File: src/hdl/spf_pkg.sv
// Shared types and constants of the sensor packet framer.
package spf_pkg;

	// Fixed header bytes and length adjustment
	localparam logic [7:0]  START_HI  = 8'hEF;
	localparam logic [7:0]  START_LO  = 8'h01;
	localparam logic [15:0] LEN_EXTRA = 16'd2;

	// Command queue geometry
	localparam int QDEPTH = 4;
	localparam int QPTR_W = $clog2(QDEPTH);
	localparam int QCNT_W = $clog2(QDEPTH + 1);

	// Output byte positions within a framed packet
	typedef enum logic [11:0] {
		PH_SOF_HI  = 12'b0000_0000_0001,
		PH_SOF_LO  = 12'b0000_0000_0010,
		PH_ADDR3   = 12'b0000_0000_0100,
		PH_ADDR2   = 12'b0000_0000_1000,
		PH_ADDR1   = 12'b0000_0001_0000,
		PH_ADDR0   = 12'b0000_0010_0000,
		PH_ID      = 12'b0000_0100_0000,
		PH_LEN_HI  = 12'b0000_1000_0000,
		PH_LEN_LO  = 12'b0001_0000_0000,
		PH_DATA    = 12'b0010_0000_0000,
		PH_CSUM_HI = 12'b0100_0000_0000,
		PH_CSUM_LO = 12'b1000_0000_0000
	} phase_t;

	// One classified payload beat, handed from front to back
	typedef struct packed {
		logic        first;
		logic        last;
		logic [7:0]  data;
		logic [7:0]  id;
		logic [15:0] flen;
		logic [15:0] csum;
	} cmd_t;

endpackage

File: src/hdl/spf_if.sv
// Handshake channel interfaces: payload input, framed output, config write.
interface spf_in_if;
	logic        valid;
	logic        ready;
	logic [7:0]  data_byte;
	logic [7:0]  packet_id;
	logic [15:0] payload_len;
	modport source (output valid, output data_byte, output packet_id, output payload_len,
		input ready);
	modport sink (input valid, input data_byte, input packet_id, input payload_len,
		output ready);
endinterface

interface spf_out_if;
	logic       valid;
	logic       ready;
	logic [7:0] frame_byte;
	logic       frame_end;
	modport source (output valid, output frame_byte, output frame_end, input ready);
	modport sink (input valid, input frame_byte, input frame_end, output ready);
endinterface

interface spf_cfg_if;
	logic        valid;
	logic        ready;
	logic [31:0] device_address;
	modport source (output valid, output device_address, input ready);
	modport sink (input valid, input device_address, output ready);
endinterface

File: src/hdl/spf_front.sv
// Front end: accepts payload beats, tracks packet progress and checksum.
module spf_front (
	input  logic            clk,
	input  logic            arst_n,
	spf_in_if.sink          pkt_in,
	input  logic            full,
	output logic            push,
	output spf_pkg::cmd_t   push_cmd
);

	logic [15:0] bytes_left_q;
	logic [15:0] running_sum_q;
	logic        first;
	logic        accept;
	logic [15:0] flen;
	logic [15:0] base_sum;
	logic [15:0] new_sum;
	logic [15:0] remain;

	assign pkt_in.ready = !full;
	assign accept       = pkt_in.valid && pkt_in.ready;
	assign first        = (bytes_left_q == 16'd0);

	// Header length and checksum seed
	assign flen     = pkt_in.payload_len + spf_pkg::LEN_EXTRA;
	assign base_sum = first ? (16'(pkt_in.packet_id) + 16'(flen[15:8]) + 16'(flen[7:0]))
	                        : running_sum_q;
	assign new_sum  = base_sum + 16'(pkt_in.data_byte);
	assign remain   = first ? pkt_in.payload_len : bytes_left_q;

	// Zero length while idle is dropped
	assign push = accept && !(first && pkt_in.payload_len == 16'd0);

	always_comb begin
		push_cmd.first = first;
		push_cmd.last  = (remain == 16'd1);
		push_cmd.data  = pkt_in.data_byte;
		push_cmd.id    = pkt_in.packet_id;
		push_cmd.flen  = flen;
		push_cmd.csum  = new_sum;
	end

	// Packet progress
	always_ff @(posedge clk or negedge arst_n) begin
		if (!arst_n) begin
			bytes_left_q  <= 16'd0;
			running_sum_q <= 16'd0;
		end else if (push) begin
			bytes_left_q  <= remain - 16'd1;
			running_sum_q <= (remain == 16'd1) ? 16'd0 : new_sum;
		end
	end

endmodule

File: src/hdl/spf_queue.sv
// Short command queue between front and back.
module spf_queue (
	input  logic            clk,
	input  logic            arst_n,
	input  logic            push,
	input  spf_pkg::cmd_t   push_cmd,
	output logic            full,
	input  logic            pop,
	output logic            head_valid,
	output spf_pkg::cmd_t   head_cmd
);

	spf_pkg::cmd_t                 mem_q [spf_pkg::QDEPTH];
	logic [spf_pkg::QPTR_W-1:0]    wr_ptr_q;
	logic [spf_pkg::QPTR_W-1:0]    rd_ptr_q;
	logic [spf_pkg::QCNT_W-1:0]    count_q;

	assign full       = (count_q == spf_pkg::QCNT_W'(spf_pkg::QDEPTH));
	assign head_valid = (count_q != '0);
	assign head_cmd   = mem_q[rd_ptr_q];

	// Storage
	always_ff @(posedge clk) begin
		if (push) begin
			mem_q[wr_ptr_q] <= push_cmd;
		end
	end

	// Pointers and fill count
	always_ff @(posedge clk or negedge arst_n) begin
		if (!arst_n) begin
			wr_ptr_q <= '0;
			rd_ptr_q <= '0;
			count_q  <= '0;
		end else begin
			if (push) begin
				wr_ptr_q <= (wr_ptr_q == spf_pkg::QPTR_W'(spf_pkg::QDEPTH - 1)) ? '0
				                                                                 : wr_ptr_q + 1'b1;
			end
			if (pop) begin
				rd_ptr_q <= (rd_ptr_q == spf_pkg::QPTR_W'(spf_pkg::QDEPTH - 1)) ? '0
				                                                                 : rd_ptr_q + 1'b1;
			end
			if (push && !pop) begin
				count_q <= count_q + 1'b1;
			end else if (pop && !push) begin
				count_q <= count_q - 1'b1;
			end
		end
	end

endmodule

File: src/hdl/spf_back.sv
// Back end: expands queued commands into header, payload and checksum bytes.
module spf_back (
	input  logic            clk,
	input  logic            arst_n,
	spf_cfg_if.sink         cfg,
	input  logic            head_valid,
	input  spf_pkg::cmd_t   head_cmd,
	output logic            pop,
	spf_out_if.source       frm_out
);

	logic [31:0]     addr_q;
	spf_pkg::phase_t phase_q;
	spf_pkg::phase_t eff;
	spf_pkg::phase_t phase_nxt;
	logic            done;
	logic            adv;
	logic            out_valid_q;
	logic [7:0]      out_byte_q;
	logic            out_end_q;
	logic [7:0]      next_byte;

	// Address register
	assign cfg.ready = 1'b1;
	always_ff @(posedge clk or negedge arst_n) begin
		if (!arst_n) begin
			addr_q <= 32'hFFFF_FFFF;
		end else if (cfg.valid) begin
			addr_q <= cfg.device_address;
		end
	end

	// A continuation beat skips the header
	assign eff  = (phase_q == spf_pkg::PH_SOF_HI && !head_cmd.first) ? spf_pkg::PH_DATA
	                                                                  : phase_q;
	assign done = (eff == spf_pkg::PH_DATA && !head_cmd.last) || eff == spf_pkg::PH_CSUM_LO;
	assign adv  = head_valid && (!out_valid_q || frm_out.ready);
	assign pop  = adv && done;

	// Byte select and following position
	always_comb begin
		case (eff)
			spf_pkg::PH_SOF_HI: begin
				next_byte = spf_pkg::START_HI;
				phase_nxt = spf_pkg::PH_SOF_LO;
			end
			spf_pkg::PH_SOF_LO: begin
				next_byte = spf_pkg::START_LO;
				phase_nxt = spf_pkg::PH_ADDR3;
			end
			spf_pkg::PH_ADDR3: begin
				next_byte = addr_q[31:24];
				phase_nxt = spf_pkg::PH_ADDR2;
			end
			spf_pkg::PH_ADDR2: begin
				next_byte = addr_q[23:16];
				phase_nxt = spf_pkg::PH_ADDR1;
			end
			spf_pkg::PH_ADDR1: begin
				next_byte = addr_q[15:8];
				phase_nxt = spf_pkg::PH_ADDR0;
			end
			spf_pkg::PH_ADDR0: begin
				next_byte = addr_q[7:0];
				phase_nxt = spf_pkg::PH_ID;
			end
			spf_pkg::PH_ID: begin
				next_byte = head_cmd.id;
				phase_nxt = spf_pkg::PH_LEN_HI;
			end
			spf_pkg::PH_LEN_HI: begin
				next_byte = head_cmd.flen[15:8];
				phase_nxt = spf_pkg::PH_LEN_LO;
			end
			spf_pkg::PH_LEN_LO: begin
				next_byte = head_cmd.flen[7:0];
				phase_nxt = spf_pkg::PH_DATA;
			end
			spf_pkg::PH_DATA: begin
				next_byte = head_cmd.data;
				phase_nxt = spf_pkg::PH_CSUM_HI;
			end
			spf_pkg::PH_CSUM_HI: begin
				next_byte = head_cmd.csum[15:8];
				phase_nxt = spf_pkg::PH_CSUM_LO;
			end
			spf_pkg::PH_CSUM_LO: begin
				next_byte = head_cmd.csum[7:0];
				phase_nxt = spf_pkg::PH_SOF_HI;
			end
			default: begin
				next_byte = 8'h00;
				phase_nxt = spf_pkg::PH_SOF_HI;
			end
		endcase
	end

	// Position within the current command
	always_ff @(posedge clk or negedge arst_n) begin
		if (!arst_n) begin
			phase_q <= spf_pkg::PH_SOF_HI;
		end else if (adv) begin
			phase_q <= done ? spf_pkg::PH_SOF_HI : phase_nxt;
		end
	end

	// Output register
	always_ff @(posedge clk or negedge arst_n) begin
		if (!arst_n) begin
			out_valid_q <= 1'b0;
		end else if (adv) begin
			out_valid_q <= 1'b1;
		end else if (frm_out.ready) begin
			out_valid_q <= 1'b0;
		end
	end

	always_ff @(posedge clk) begin
		if (adv) begin
			out_byte_q <= next_byte;
			out_end_q  <= (eff == spf_pkg::PH_CSUM_LO);
		end
	end

	assign frm_out.valid      = out_valid_q;
	assign frm_out.frame_byte = out_byte_q;
	assign frm_out.frame_end  = out_end_q;

	// Checks
	a_phase_onehot: assert property (@(posedge clk) disable iff (!arst_n)
		$onehot(phase_q))
		else $error("phase not one-hot");
	a_mid_cmd_held: assert property (@(posedge clk) disable iff (!arst_n)
		phase_q != spf_pkg::PH_SOF_HI |-> head_valid)
		else $error("command left the queue before it was fully sent");
	a_sof_byte: assert property (@(posedge clk) disable iff (!arst_n)
		adv && eff == spf_pkg::PH_SOF_HI |=> out_valid_q && out_byte_q == spf_pkg::START_HI)
		else $error("start code not sent at packet start");
	a_end_on_pop: assert property (@(posedge clk) disable iff (!arst_n)
		adv && eff == spf_pkg::PH_CSUM_LO |-> pop)
		else $error("checksum low byte did not retire its command");

endmodule

File: src/hdl/sensor_packet_framer_sum16.sv
// Path: an accepted beat is held in the command queue, then in the output byte register.
// Throughput: one output byte per cycle while frm_out is ready; mid-packet payload beats go
//   at one per cycle; a packet's first beat gives 10 bytes, its last 2 more (12 for one byte).
// The output byte register sets the rate; a 4-entry command queue decouples input from output.
// Reset (arst_n low, asynchronous): idle, queue empty, device address FFFFFFFF.
module sensor_packet_framer_sum16 (
	input  logic      clk,
	input  logic      arst_n,
	spf_in_if.sink    pkt_in,
	spf_out_if.source frm_out,
	spf_cfg_if.sink   cfg
);

	logic          push;
	logic          full;
	logic          pop;
	logic          head_valid;
	spf_pkg::cmd_t push_cmd;
	spf_pkg::cmd_t head_cmd;

	// Classify incoming beats
	spf_front u_front (
		.clk      (clk),
		.arst_n   (arst_n),
		.pkt_in   (pkt_in),
		.full     (full),
		.push     (push),
		.push_cmd (push_cmd)
	);

	// Command queue
	spf_queue u_queue (
		.clk        (clk),
		.arst_n     (arst_n),
		.push       (push),
		.push_cmd   (push_cmd),
		.full       (full),
		.pop        (pop),
		.head_valid (head_valid),
		.head_cmd   (head_cmd)
	);

	// Byte emitter
	spf_back u_back (
		.clk        (clk),
		.arst_n     (arst_n),
		.cfg        (cfg),
		.head_valid (head_valid),
		.head_cmd   (head_cmd),
		.pop        (pop),
		.frm_out    (frm_out)
	);

endmodule
File: src/flat_wrapper.sv
// flat-port wrapper written by rule: the top's interface ports become plain ports
module sensor_packet_framer_sum16_flat 
  (clk, arst_n, pkt_in_valid, pkt_in_data_byte, pkt_in_packet_id, pkt_in_payload_len, pkt_in_ready, frm_out_valid, frm_out_frame_byte, frm_out_frame_end, frm_out_ready, cfg_valid, cfg_device_address, cfg_ready);
  spf_in_if pkt_in_i ();
  spf_out_if frm_out_i ();
  spf_cfg_if cfg_i ();
  input  logic clk;
  input  logic arst_n;
  input wire logic [$bits(pkt_in_i.valid)-1:0] pkt_in_valid;
  input wire logic [$bits(pkt_in_i.data_byte)-1:0] pkt_in_data_byte;
  input wire logic [$bits(pkt_in_i.packet_id)-1:0] pkt_in_packet_id;
  input wire logic [$bits(pkt_in_i.payload_len)-1:0] pkt_in_payload_len;
  output wire logic [$bits(pkt_in_i.ready)-1:0] pkt_in_ready;
  output wire logic [$bits(frm_out_i.valid)-1:0] frm_out_valid;
  output wire logic [$bits(frm_out_i.frame_byte)-1:0] frm_out_frame_byte;
  output wire logic [$bits(frm_out_i.frame_end)-1:0] frm_out_frame_end;
  input wire logic [$bits(frm_out_i.ready)-1:0] frm_out_ready;
  input wire logic [$bits(cfg_i.valid)-1:0] cfg_valid;
  input wire logic [$bits(cfg_i.device_address)-1:0] cfg_device_address;
  output wire logic [$bits(cfg_i.ready)-1:0] cfg_ready;
  assign pkt_in_i.valid = pkt_in_valid;
  assign pkt_in_i.data_byte = pkt_in_data_byte;
  assign pkt_in_i.packet_id = pkt_in_packet_id;
  assign pkt_in_i.payload_len = pkt_in_payload_len;
  assign pkt_in_ready = pkt_in_i.ready;
  assign frm_out_valid = frm_out_i.valid;
  assign frm_out_frame_byte = frm_out_i.frame_byte;
  assign frm_out_frame_end = frm_out_i.frame_end;
  assign frm_out_i.ready = frm_out_ready;
  assign cfg_i.valid = cfg_valid;
  assign cfg_i.device_address = cfg_device_address;
  assign cfg_ready = cfg_i.ready;
  sensor_packet_framer_sum16 u_core (.clk(clk), .arst_n(arst_n), .pkt_in(pkt_in_i), .frm_out(frm_out_i), .cfg(cfg_i));
endmodule
File: config.mk
export PLATFORM = sky130hd
export DESIGN_NAME = sensor_packet_framer_sum16_flat
export DESIGN_NICKNAME = d
export VERILOG_FILES = /design/src/hdl/spf_pkg.sv /design/src/hdl/spf_if.sv /design/src/hdl/spf_front.sv /design/src/hdl/spf_queue.sv /design/src/hdl/spf_back.sv /design/src/hdl/sensor_packet_framer_sum16.sv /design/src/flat_wrapper.sv
export SDC_FILE = /design/constraint.sdc
export NUM_CORES = 1
export LEC_CHECK = 0
export ABC_AREA = 1
export ABC_CLOCK_PERIOD_IN_PS = 4100
export BUFFER_PORTS_ARGS = -buffer_cell sky130_fd_sc_hd__clkbuf_2
export CORE_MARGIN = 2
export CORE_UTILIZATION = 55
export DETAILED_ROUTE_END_ITERATION = 16
export GPL_ROUTABILITY_DRIVEN = 0
export PLACE_DENSITY = 0.73
export SYNTH_ARGS = -nofsm -noshare
export SYNTH_HDL_FRONTEND = slang
export SYNTH_HIERARCHICAL = 1
export SYNTH_SLANG_ARGS = --single-unit
export TNS_END_PERCENT = 10
File: constraint.sdc
create_clock -name clk -period 4.1 [get_ports clk]
set_input_delay 0 -clock clk [delete_from_list [all_inputs] [get_ports clk]]
set_output_delay 0 -clock clk [all_outputs]
set_load 0.02 [all_outputs]
==> flow_metrics.py, run 1 <==
metrics = {
    "clock_network": {
        "cts_buffers": 30,
        "path_clk_slew_ps": 60,
        "cts_sinks": 293,
        "cts_tree": "built",
        "cts_buffer_depth": 3,
        "worstSkewPairLatency_ps": 550,
        "cts-root-buf": "clkbuf_16",
        "htreeDepth": 1,
    },
    "sta": {
        "min_period_over_period": 0.919,
        "hold_violations": 0,
        "fin_crit_ps": 3770,
        "worst_slew_pin_slew_ps": 1020,
        "relSlewSlack": 0.323,
        "drv_slew": 0,
        "fin_tns_setup_ps": 0,
        "whs_ps": 40.6,
        "setup_viol": 0,
        "fmax_mhz": 265,
        "skew_ps": 17.4,
    },
    "logic_synthesis": {
        "yosys_register_bits": 293,
        "synthDistinctLibCells": 50,
        "synth_fp_nets": 1688,
        "synthFlopType": "edfxtp_1",
        "async_flop_share": 0.287,
        "synthCells": 1584,
        "yosys_warnings": 6,
        "synth_area_um2": 15000,
        "ys_seq_area_frac": 0.560,
        "synth_edf_count": 209,
        "synth_area_per_cell_um2": 9.49,
    },
    "worst_setup_path": {
        "crit_required_ps": 4390,
        "critPathLaunch": "pkt_in_payload_len[1]",
        "endpoint_kind": "register",
        "critPathMaxFanout": 4,
        "r2r_start": "u_core/u_front/bytes_left_q[6]",
        "cp-start-kind": "input pin",
        "crit_type": "in -> reg",
        "arrival_ps": 4050,
    },
    "hold_path": {
        "hp-class": "in -> reg",
        "hp-start": "pkt_in_payload_len[3]",
    },
    "routing": {
        "ant_nets": 0,
        "vias": 11400,
        "routed_wl_mm": 37.4,
        "dr.pass1.iters": 5,
        "wl_per_cell_um": 17.6,
        "drt_iter0_markers": 1031,
        "drcViolationCount": 0,
        "vias_per_cell": 5.38,
    },
    "floorplan": {
        "start_util": 0.559,
        "die_area_um2": 28700,
        "rows": 60,
        "die_y_um": 169,
        "ios": 81,
        "die_width_um": 169,
        "design.core.area_um2": 26900,
    },
    "finish": {
        "diodes": 0,
        "fin_nets": 1861,
        "syn_to_final_growth_pct": 17.3,
        "drive_gt1_frac": 0.172,
        "post-route-util": 0.656,
    },
    "global_routing": {
        "grt_max_degree": 90,
        "gr-total-overflow": 0,
        "grt_pass1_vias": 11000,
        "grt_pass1_wl_mm": 58.2,
        "track_usage": 0.261,
        "antenna_found_initial": 0,
    },
    "pwr": {
        "p_leak_nw": 7.95,
        "powerDensity_nw_per_um2": 667,
        "peakVddDrop_mv": 0.386,
    },
    "status": {
        "outcome": "finished clean",
    },
    "job": {
        "drv_cap": 0,
    },
    "placed_design": {
        "port_buffers": 79,
        "dp_hpwl_mm": 25.0,
    },
}
## final cells by class
type                    count  area, um2
multi-input cells         943       5140
fillers                  2067       9240
clock inverters            11        174
repair buffers            211       1560
inverters                 278       1050
clock buffers              45        858
flip-flops and latches    293       8420
well taps                 341        427
## sequential cells by signal, indices dropped and copies added, names as in the netlist
name and cells:
u_core/u_queue/mem_q 200, u_core/u_back/addr_q 32, u_core/u_front/bytes_left_q 16, u_core/u_front/running_sum_q 16, u_core/u_back/phase_q 12, u_core/u_back/frm_out.frame_byte 8
u_core/u_queue/count_q 3, u_core/u_queue/rd_ptr_q 2, u_core/u_queue/wr_ptr_q 2, u_core/u_back/frm_out.frame_end 1, u_core/u_back/frm_out.valid 1
## power by group
part,internal (mW),switching [mW]
Sequential,4.12,0.246
Combinational,1.52,3.07
Clock,1.75,1.08
## worst paths after layout
check	end	slack (ps)	cells after the start
max	u_core/u_queue/mem_q[0][14]	330	28
min reg2reg	u_core/u_back/addr_q[2]	490	2
min in group asynchronous	u_core/u_back/phase_q[10]	100	2
max in group asynchronous	u_core/u_back/addr_q[11]	3100	3
min	u_core/u_queue/mem_q[2][19]	40	5
max reg2reg	u_core/u_queue/mem_q[0][14]	750	18
## critical path: stages
cell and delay (ps):
clkbuf_2 90, ha_2 170, nand2_1 60, nor2_1 80
inv_1 60, nor2_2 100, inv_1 70, nor3_2 220
buf_4 150, xor2_1 80, fa_1 490, ha_1 170
inv_1 50, fa_1 400, o21ai_0 190, buf_4 150
a31oi_1 80, xor2_1 150, o21ai_0 100, ha_1 330
nand2_1 80, nor2_1 90, nand2_1 70, nand3_2 100
nand3_2 120, nor2_2 110, nand3_1 90, and2_1 200
## layer usage
| metal | wire length (um) | track usage | part of all wire | up-vias |
|---|---|---|---|---|
| met5 | 0 | 0 | 0 | - |
| met4 | 755 | 0.0665 | 0.020 | 0 |
| met3 | 2540 | 0.0317 | 0.068 | 52 |
| met2 | 18000 | 0.446 | 0.48 | 400 |
| met1 | 16100 | 0.357 | 0.43 | 5444 |
| li1 | - | - | - | 5510 |
## placed cells by master, fill, tap and decap left out, drive strengths merged
master,count
nand3,75
dfrtp,51
o31ai,1
xnor2,4
o21a,1
buf,78
nor3b,2
dfstp,33
nand3b,2
or2,4
inv,277
nor3,11
edfxtp,209
clkinv,7
nand4,6
fa,11
o22ai,9
dlygate4sd3,55
bufinv,5
o21ai,96
clkbuf,123
o211ai,100
o211a,3
ha,24
a21oi,15
nor2,110
nor4,4
nand2,428
a31o,1
conb,1
xor2,25
a31oi,3
o21bai,6
and2,1
## Yosys cell counts, types with 5 or more instances
master,instances,area (um2)
inv_2,8,30.0
buf_6,24,270
o21bai_1,5,37.5
nor2_4,5,56.3
nor2_1,97,364
nand3_1,71,355
o21ai_0,80,400
nor3_1,8,40.0
nand2_1,417,1570
o211ai_1,98,736
a21oi_1,12,60.1
edfxtp_1,209,6280
nand2_2,10,62.6
nor2_2,8,50.1
dfstp_2,33,867
buf_4,19,143
nand4_1,6,37.5
dfrtp_1,51,1280
o22ai_1,9,56.3
inv_1,269,1010
fa_1,11,220
clkbuf_1,11,41.3
xor2_1,24,210
o21ai_1,15,75.1
ha_1,24,300
buf_2,16,80.1
## logic make-up after synthesis
kind of cell	after synthesis	synth area share
and+or+nand+nor	643	0.181
buffers and inverters	348	0.105
DFF	293	0.560
AOI/OAI and AO/OA	235	0.102
adders and majority gates	35	0.0346
xor gates and xnor gates	29	0.0174
other	1	0.000249
## per-stage QoR
step           total power [mW]  cells  worst slack (ps)  cell area, um2
2_1_floorplan              7.55   1584              37.9           15000
3_3_place_gp               8.71   2008              -165           15900
3_5_place_dp               8.83   2008              -308           15900
4_1_cts                    11.7   2119               264           17500
5_1_grt                    12.5   2122             -24.4           17600
6_report                   11.8   2122               330           17600
## repair_timing
item                                   4_1_cts  5_1_grt
buffers inserted                             0        3
endpoints found under the hold margin      164        0
setup endpoints to repair                    0       44
hold buffers                                55        0
gates resized for setup                      0       22
Power figures use the tool's default switching activity.
==> run 2, diff against run 1 <==
==> constraint.sdc (replaced) <==
create_clock -name clk -period 4.1 [get_ports clk]
set_input_delay 0.82 -clock clk [delete_from_list [all_inputs] [get_ports clk]]
set_output_delay 0.82 -clock clk [all_outputs]
set_load 0.02 [all_outputs]
==> flow_metrics.py, run 2 (synthesis results as in run 1) <==
metrics = {
    "sta": {
        "setup_viol": 60,
        "hold_violations": 0,
        "fmax_mhz": 220,
        "min_period_over_period": 1.11,
        "fin_ws_ps": -447,
        "worst_slew_pin_slew_ps": 1060,
        "skew_ps": 17.5,
        "fin_crit_ps": 4550,
        "fin_tns_setup_ps": -20620,
        "relSlewSlack": 0.294,
        "rsz0062_at_grt": "yes",
        "drv_slew": 0,
    },
    "routing": {
        "vias": 11400,
        "drcViolationCount": 0,
        "ant_nets": 0,
        "routed_wl_mm": 37.3,
        "dr.pass1.iters": 5,
        "vias_per_cell": 5.42,
        "wl_per_cell_um": 17.7,
        "drt_iter0_markers": 960,
    },
    "global_routing": {
        "track_usage": 0.262,
        "grt_pass1_wl_mm": 58.2,
        "grt_pass1_vias": 11000,
        "gr-total-overflow": 0,
        "grt_max_degree": 115,
        "antenna_found_initial": 0,
    },
    "floorplan": {
        "start_util": 0.559,
        "design.core.area_um2": 26900,
        "die_y_um": 169,
        "rows": 60,
        "ios": 81,
        "die_area_um2": 28700,
        "die_width_um": 169,
    },
    "worst_setup_path": {
        "arrival_ps": 4860,
        "crit_required_ps": 4410,
        "crit_type": "in -> reg",
        "critPathMaxFanout": 4,
        "slowest_stage": "fa_1",
        "r2r_cells": 16,
        "timing.rr.end": "u_core/u_queue/mem_q[3][8]",
        "cp-start-kind": "input pin",
        "r2r_slack_ps": 560,
        "endpoint_kind": "register",
        "r2r_start": "u_core/u_front/bytes_left_q[15]",
        "cpPeakStageDelay_ps": 490,
    },
    "clock_network": {
        "cts_sinks": 293,
        "ctsHoldBuffers": 0,
        "cts-root-buf": "clkbuf_16",
        "cts_buffer_depth": 3,
        "htreeDepth": 1,
        "cts_buffers": 30,
        "path_clk_slew_ps": 60,
        "worstSkewPairLatency_ps": 560,
        "cts_tree": "built",
    },
    "status": {
        "outcome": "complete, but fails checks",
        "violations": "negative setup slack",
    },
    "finish": {
        "syn_to_final_growth_pct": 17.6,
        "largest_reg_flops": 200,
        "reg_top3": "u_core/u_queue/mem_q x200, u_core/u_back/addr_q x32",
        "post-route-util": 0.658,
        "register_area_um2": 8420,
        "drive_gt1_frac": 0.227,
        "fillCellCount": 2049,
        "final_common_cell": "nand2_1",
        "layout.cells.most_common_list": "399 x nand2_1, 254 x inv_1, 209 x edfxtp_1",
        "top_register": "u_core/u_queue/mem_q",
        "multiInputGateArea_um2": 5400,
        "fin_nets": 1846,
        "diodes": 0,
    },
    "placed_design": {
        "port_buffers": 79,
        "dp_hpwl_mm": 25.1,
    },
    "pwr": {
        "finalPower_mw": 12.0,
        "p_leak_nw": 7.96,
        "peakVddDrop_mv": 0.376,
        "powerDensity_nw_per_um2": 677,
    },
    "job": {
        "drv_cap": 0,
    },
    "hold_path": {
        "hp-class": "in -> async",
    },
}
-- run 2: timing repair --
action                     CTS  global route
gates resized for setup     56            26
buffers inserted            18             5
gates cloned                 0             0
pin swaps                   39            19
setup endpoints to repair   64            65
-- run 2: power breakdown --
part | leakage, nW | internal [mW] | total, mW | switching (mW)
Clock | 0.489 | 1.66 | 2.79 | 1.13
Combinational | 4.54 | 1.62 | 4.83 | 3.21
Sequential | 2.93 | 4.11 | 4.35 | 0.238
Total | 7.96 | 7.40 | 12.0 | 4.58
-- run 2: layout make-up --
type / instances / area share
clock inverters: 16 / 0.0110
multi-input cells: 943 / 0.305
well taps: 341 / 0.0241
inverters: 278 / 0.0592
clock buffers: 40 / 0.0464
repair buffers: 196 / 0.0777
flip-flops and latches: 293 / 0.476
-- run 2: how the worst max path moves through the flow --
stage / startpoint / endpoint / depth (start not counted)
detailed placement: pkt_in_payload_len[1] / u_core/u_queue/mem_q[2][9] / 30
CTS: pkt_in_payload_len[2] / u_core/u_queue/mem_q[0][14] / 27
floorplan: pkt_in_payload_len[1] / u_core/u_queue/mem_q[0][15] / 31
global placement: pkt_in_payload_len[1] / u_core/u_queue/mem_q[0][9] / 30
global route: pkt_in_payload_len[1] / u_core/u_front/running_sum_q[13] / 34
finish: pkt_in_payload_len[1] / u_core/u_queue/mem_q[1][14] / 29
-- run 2: per-stage QoR --
stage / cell area [um2] / instances / worst slack [ps] / hold slack [ps]
3_5_place_dp: 16100 / 2028 / -1140 / 466
6_report: 17700 / 2107 / -447 / 356
4_1_cts: 17500 / 2102 / -303 / 360
2_1_floorplan: 15100 / 1584 / -748 / 442
5_1_grt: 17700 / 2107 / -697 / 401
3_3_place_gp: 16100 / 2028 / -1050 / 458
-- run 2: routing by layer --
| metal | vias to the layer above | global-route usage | part of all wire |
|---|---|---|---|
| met1 | 5430 | 0.362 | 0.42 |
| met2 | 437 | 0.420 | 0.46 |
| met3 | 79 | 0.0401 | 0.077 |
| met4 | 0 | 0.104 | 0.038 |
| li1 | 5473 | - | - |
| met5 | - | 0 | 0 |
-- run 2: worst max-delay path: cells and delay by family --
kind | cells | cell delay (ps)
and+or+nand+nor | 14 | 1580
AOI/OAI and AO/OA | 3 | 430
adders and majority gates | 4 | 1230
xor gates and xnor gates | 2 | 350
buffers and inverters | 6 | 450
